### config.mk
export PLATFORM = sky130hd
export DESIGN_NAME = bmtl_div
export DESIGN_NICKNAME = d
export VERILOG_FILES = /design/src/hdl/bmtl_pkg.sv /design/src/hdl/bmtl_div.sv
export SDC_FILE = /design/constraint.sdc
export NUM_CORES = 1
export LEC_CHECK = 0
export ABC_AREA = 1
export BUFFER_PORTS_ARGS = -buffer_cell sky130_fd_sc_hd__buf_2
export CAP_MARGIN = 20
export CORE_ASPECT_RATIO = 0.9
export CORE_UTILIZATION = 40
export CTS_CLUSTER_DIAMETER = 50
export CTS_CLUSTER_SIZE = 10
export DETAILED_ROUTE_END_ITERATION = 6
export SYNTH_ARGS = -nofsm -noshare
export SYNTH_HDL_FRONTEND = slang
export SYNTH_SLANG_ARGS = --single-unit
export TNS_END_PERCENT = 10
### constraint.sdc
create_clock -name i_clk -period 2.5 [get_ports i_clk]
set_input_delay 0.25 -clock i_clk [delete_from_list [all_inputs] [get_ports i_clk]]
set_output_delay 0.25 -clock i_clk [all_outputs]
set_load 0.005 [all_outputs]
### src/hdl/bmtl_pkg.sv
package bmtl_pkg;

    localparam int MAX_SPEED_POINTS = 32;
    localparam int MAX_LOAD_POINTS  = 32;
    localparam int CELL_DEPTH       = MAX_SPEED_POINTS * MAX_LOAD_POINTS;
    localparam int SP_AW            = $clog2(MAX_SPEED_POINTS);
    localparam int LD_AW            = $clog2(MAX_LOAD_POINTS);
    localparam int IX_AW            = (SP_AW > LD_AW) ? SP_AW : LD_AW;
    localparam int CELL_AW          = $clog2(CELL_DEPTH);

    localparam int LEN_W  = 6;
    localparam int VAL_W  = 16;
    localparam int CMD_W  = 2;
    localparam int STAT_W = 3;
    localparam int CFG_IW = 1;

    localparam int NUM_W  = 2 * VAL_W;
    localparam int DCNT_W = $clog2(NUM_W + 1);

    localparam logic [CMD_W-1:0] CMD_LOOKUP    = 2'd0;
    localparam logic [CMD_W-1:0] CMD_WR_CELL   = 2'd1;
    localparam logic [CMD_W-1:0] CMD_WR_SPEED  = 2'd2;
    localparam logic [CMD_W-1:0] CMD_WR_LOAD   = 2'd3;

    localparam logic [STAT_W-1:0] ST_OK          = 3'd0;
    localparam logic [STAT_W-1:0] ST_BAD_SPEED   = 3'd1;
    localparam logic [STAT_W-1:0] ST_BAD_LOAD    = 3'd2;
    localparam logic [STAT_W-1:0] ST_SPEED_ORDER = 3'd3;
    localparam logic [STAT_W-1:0] ST_LOAD_ORDER  = 3'd4;

    localparam logic [CFG_IW-1:0] REG_SPEED_LEN = 1'b0;
    localparam logic [CFG_IW-1:0] REG_LOAD_LEN  = 1'b1;

    // Clamp a length register into 1..maxlen
    function automatic logic [LEN_W-1:0] clamp_len(input logic [LEN_W-1:0] len,
                                                   input logic [LEN_W:0] maxlen);
        logic [LEN_W-1:0] r;
        if (len == '0) begin
            r = LEN_W'(1);
        end else if ({1'b0, len} > maxlen) begin
            r = maxlen[LEN_W-1:0];
        end else begin
            r = len;
        end
        return r;
    endfunction

endpackage

### src/hdl/bmtl_div.sv
module bmtl_div (
    input  logic                          i_clk,
    input  logic                          i_rst_n,
    input  logic                          i_start,
    input  logic [bmtl_pkg::NUM_W-1:0]    i_dividend,
    input  logic [bmtl_pkg::VAL_W-1:0]    i_divisor,
    output logic                          o_done,
    output logic [bmtl_pkg::NUM_W-1:0]    o_quotient
);

    logic [bmtl_pkg::DCNT_W-1:0] r_cnt;
    logic                        r_done;
    logic [bmtl_pkg::NUM_W-1:0]  r_quo;
    logic [bmtl_pkg::VAL_W-1:0]  r_rem;
    logic [bmtl_pkg::VAL_W-1:0]  r_den;
    logic [bmtl_pkg::VAL_W:0]    w_sh;
    logic                        w_ge;
    logic [bmtl_pkg::VAL_W:0]    w_diff;

    // one quotient bit per cycle, restoring
    assign w_sh   = {r_rem, r_quo[bmtl_pkg::NUM_W-1]};
    assign w_ge   = (w_sh >= {1'b0, r_den});
    assign w_diff = w_sh - {1'b0, r_den};

    always_ff @(posedge i_clk) begin
        if (!i_rst_n) begin
            r_cnt  <= '0;
            r_done <= 1'b0;
        end else if (i_start) begin
            r_cnt  <= bmtl_pkg::DCNT_W'(bmtl_pkg::NUM_W);
            r_done <= 1'b0;
        end else if (r_cnt != '0) begin
            r_cnt  <= r_cnt - 1'b1;
            r_done <= (r_cnt == bmtl_pkg::DCNT_W'(1));
        end else begin
            r_done <= 1'b0;
        end
    end

    always_ff @(posedge i_clk) begin
        if (i_start) begin
            r_quo <= i_dividend;
            r_rem <= '0;
            r_den <= i_divisor;
        end else if (r_cnt != '0) begin
            r_quo <= {r_quo[bmtl_pkg::NUM_W-2:0], w_ge};
            r_rem <= w_ge ? w_diff[bmtl_pkg::VAL_W-1:0] : w_sh[bmtl_pkg::VAL_W-1:0];
        end
    end

    assign o_done     = r_done;
    assign o_quotient = r_quo;

endmodule

==> results.sh <==
export IMPL_drc=0
export IMPL_path_common_cell="nand2_1"
export IMPL_post_place_ws_ns=0.417
export IMPL_numCtsBuffers=9
export IMPL_antenna_found_initial=0
export IMPL_clkLatencyLatePin_ns=0.36
export IMPL_layout_setup_ws_ns=0.399
export IMPL_portBuffers=83
export IMPL_drive_above_1_share=0.203
export IMPL_async_flop_share=0
export IMPL_syn_nets=591
export IMPL_criticalPathCategory="flip-flop to flip-flop"
export IMPL_rows=34
export IMPL_max_clock_freq_mhz=476
export IMPL_syn_to_final_growth_pct=18.0
export IMPL_first_pass_iters=4
export IMPL_slew_violations=0
export IMPL_critPathLaunch="r_den[10]$_DFFE_PP_"
export IMPL_fp_dieW_microns=108
export IMPL_fin_crit_ns=2.10
export IMPL_initial_core_util=0.414
export IMPL_yosysTopAreaCell="edfxtp_1"
export IMPL_crit_cells=12
export IMPL_core_area_sq_um=9740
export IMPL_min_period_over_period=0.840
export IMPL_leakage_nw=2.54
export IMPL_synth_common_cells="219 x nand2_1, 73 x inv_1, 48 x edfxtp_1"
export IMPL_avgSynthCellArea_sq_um=7.75
export IMPL_seqCellArea_sq_um=1900
export IMPL_drt_wl_total_mm=9.06
export IMPL_r2r_cells=12
export IMPL_power_density_nw_per_um2=841
export IMPL_tritoncts="built"
export IMPL_grt_pass1_vias=3253
export IMPL_ctsHoldBuffers=0
export IMPL_vias_per_cell=4.67
export IMPL_ys_seq_area_frac=0.471
export IMPL_synthTopCellsByArea="edfxtp_1 36%, nand2_1 20%, dfxtp_1 11%"
export IMPL_ys_ff_latch=71
export IMPL_cp_buffers_inverters=1
export IMPL_final_util=0.489
export IMPL_clkSlewWorstSetupHoldPaths_ns=0.08
export IMPL_path_max_fanout=16
export IMPL_dp_hpwl_mm=6.47
export IMPL_grt_pass1_wl_mm=15.0
export IMPL_multi_input_area_sq_um=1780
export IMPL_grt_setup_unrepaired="false"
export IMPL_post_cts_resized=0
export IMPL_tns_ns=0
export IMPL_cts_sinks=71
export IMPL_grt_max_degree=50
export IMPL_yosysWarnings=0
export IMPL_dpl_cell_area_sq_um=4570
export IMPL_drtAntennaViolNets=0
export IMPL_hold_viol=0
export IMPL_fin_skew_ns=0.00846
export IMPL_path_delay_family="simple AND/OR/NAND/NOR gates"
export IMPL_worstSetupEndpointType="flip-flop"
export IMPL_pin_count=84
export IMPL_crit_end="r_rem[15]$_SDFFE_PP0P_"
export IMPL_cts_root_buf="clkbuf_8"
export IMPL_whs_ns=0.0629
export IMPL_r2r_start="r_den[10]$_DFFE_PP_"
export IMPL_synth_edff_count=48
export IMPL_crit_path_max_incr_delay_ns=0.37
export IMPL_dieArea_sq_um=10500
export IMPL_rrSetupSlack_ns=0.40
export IMPL_clk_path_buf_depth=2
export IMPL_htree_levels=3
export IMPL_peakVddDrop_uv=389
export IMPL_grt_total_usage=0.182
export IMPL_vias=3444
export IMPL_finalSetupViolations=0
export IMPL_hold_path_class="primary input to flip-flop"
export IMPL_avgRoutedWirePerCell_microns=12.3
export IMPL_syn_area_sq_um=4040
export IMPL_post_synth_num_cell_types=30
export IMPL_drt_initial_drc_count=176
export IMPL_slew_headroom=0.598
export IMPL_post_cts_setup_buffer_count=0
export IMPL_place_congestion=0.875
export IMPL_cap_violations=0
export IMPL_fillerInstances=964
export IMPL_cp_slowest_cell="edfxtp_1"
export IMPL_crit_required_ns=2.80
export IMPL_syn_inst=521
export IMPL_status="completed"
export IMPL_yosysMostFrequentCell="nand2_1"
export IMPL_tightest_slew_ns=0.603
export IMPL_reg2reg_to="r_rem[15]$_SDFFE_PP0P_"
export IMPL_overflow=0
export IMPL_path_cells="inv_1 > ha_1 > nand2_2 > nor2_1 > and2_1 > nand3_1 > nand2_1 > nor2_4 > nand2_4 > nand2_1 > nand3_1 > nand2_1"
export IMPL_arrival_ns=2.40
export IMPL_num_antenna_cells=0
export IMPL_hold_start="i_divisor[5]"
export IMPL_die_height_microns=97.3
export IMPL_yosys_area_top_type_share=0.357
export IMPL_ys_flop_type="edfxtp_1"
export IMPL_final_area_sq_um=4760
export IMPL_worst_setup_path_start_kind="flip-flop"
export IMPL_nNetsFinal=677
## how the worst min path moves through the flow
| stage | endpoint | cells after the start |
|---|---|---|
| floorplan | r_den[0]$_DFFE_PP_ | 0 |
| global placement | r_den[0]$_DFFE_PP_ | 1 |
| detailed placement | r_den[6]$_DFFE_PP_ | 1 |
| CTS | r_den[5]$_DFFE_PP_ | 1 |
| global route | r_den[0]$_DFFE_PP_ | 1 |
| finish | r_den[5]$_DFFE_PP_ | 1 |
## cell type report
type,count,share of cell area
flip-flops and latches,71,0.399
multi-input cells,363,0.373
repair buffers,88,0.0951
inverters,74,0.0583
well taps,126,0.0331
clock buffers,9,0.0260
clock inverters,6,0.0150
## logic make-up after synthesis
logic type      Yosys count  synth area share
buf+inv                  87            0.0883
simple gates            314             0.334
flops                    71             0.471
compound gates           22            0.0282
fa+ha+maj                19            0.0608
xor+xnor                  8            0.0174
## power breakdown
part / switching (mW) / total [mW] / internal, mW
logic: 0.871 / 1.41 / 0.535
clock network: 0.475 / 0.937 / 0.462
registers: 0.136 / 1.66 / 1.53
total: 1.48 / 4.00 / 2.52
## sequential cells by signal, summed over array words and instances (netlist names)
signal / flops
o_done: 1
o_quotient: 32
r_den: 16
r_rem: 16
r_cnt: 6
## stage by stage
stage	power [mW]	instances
after global routing	4.29	737
after global placement	3.07	722
final	4.00	737
after floorplan	2.68	521
after detailed placement	3.08	722
after CTS	4.04	737
## cells in the final DEF, fill, tap and decap left out, types with 3 or more instances in the layout
cell      synthesis  final
nand2_1         219    219
buf_2             2     83
inv_1            73     73
edfxtp_1         48     48
nand3_1          39     39
dfxtp_1          23     23
nor2_1           20     20
ha_1             18     18
a21oi_1          17     17
nand2_2          13     13
clkbuf_8          0      9
nand3b_1          7      7
xnor2_1           6      6
buf_4             3      5
nor3_1            4      4
nand2_4           3      3
o21ai_0           3      3
## layer usage
metal | up-vias | global-route usage | share of wire
li1 | 1807 | - | -
met2 | 96 | 0.265 | 0.42
met4 | 0 | 0.0485 | 0.0098
met5 | - | 0 | 0
met3 | 8 | 0.0604 | 0.074
met1 | 1533 | 0.257 | 0.50
Note: power is estimated with default switching activity, not from simulation.
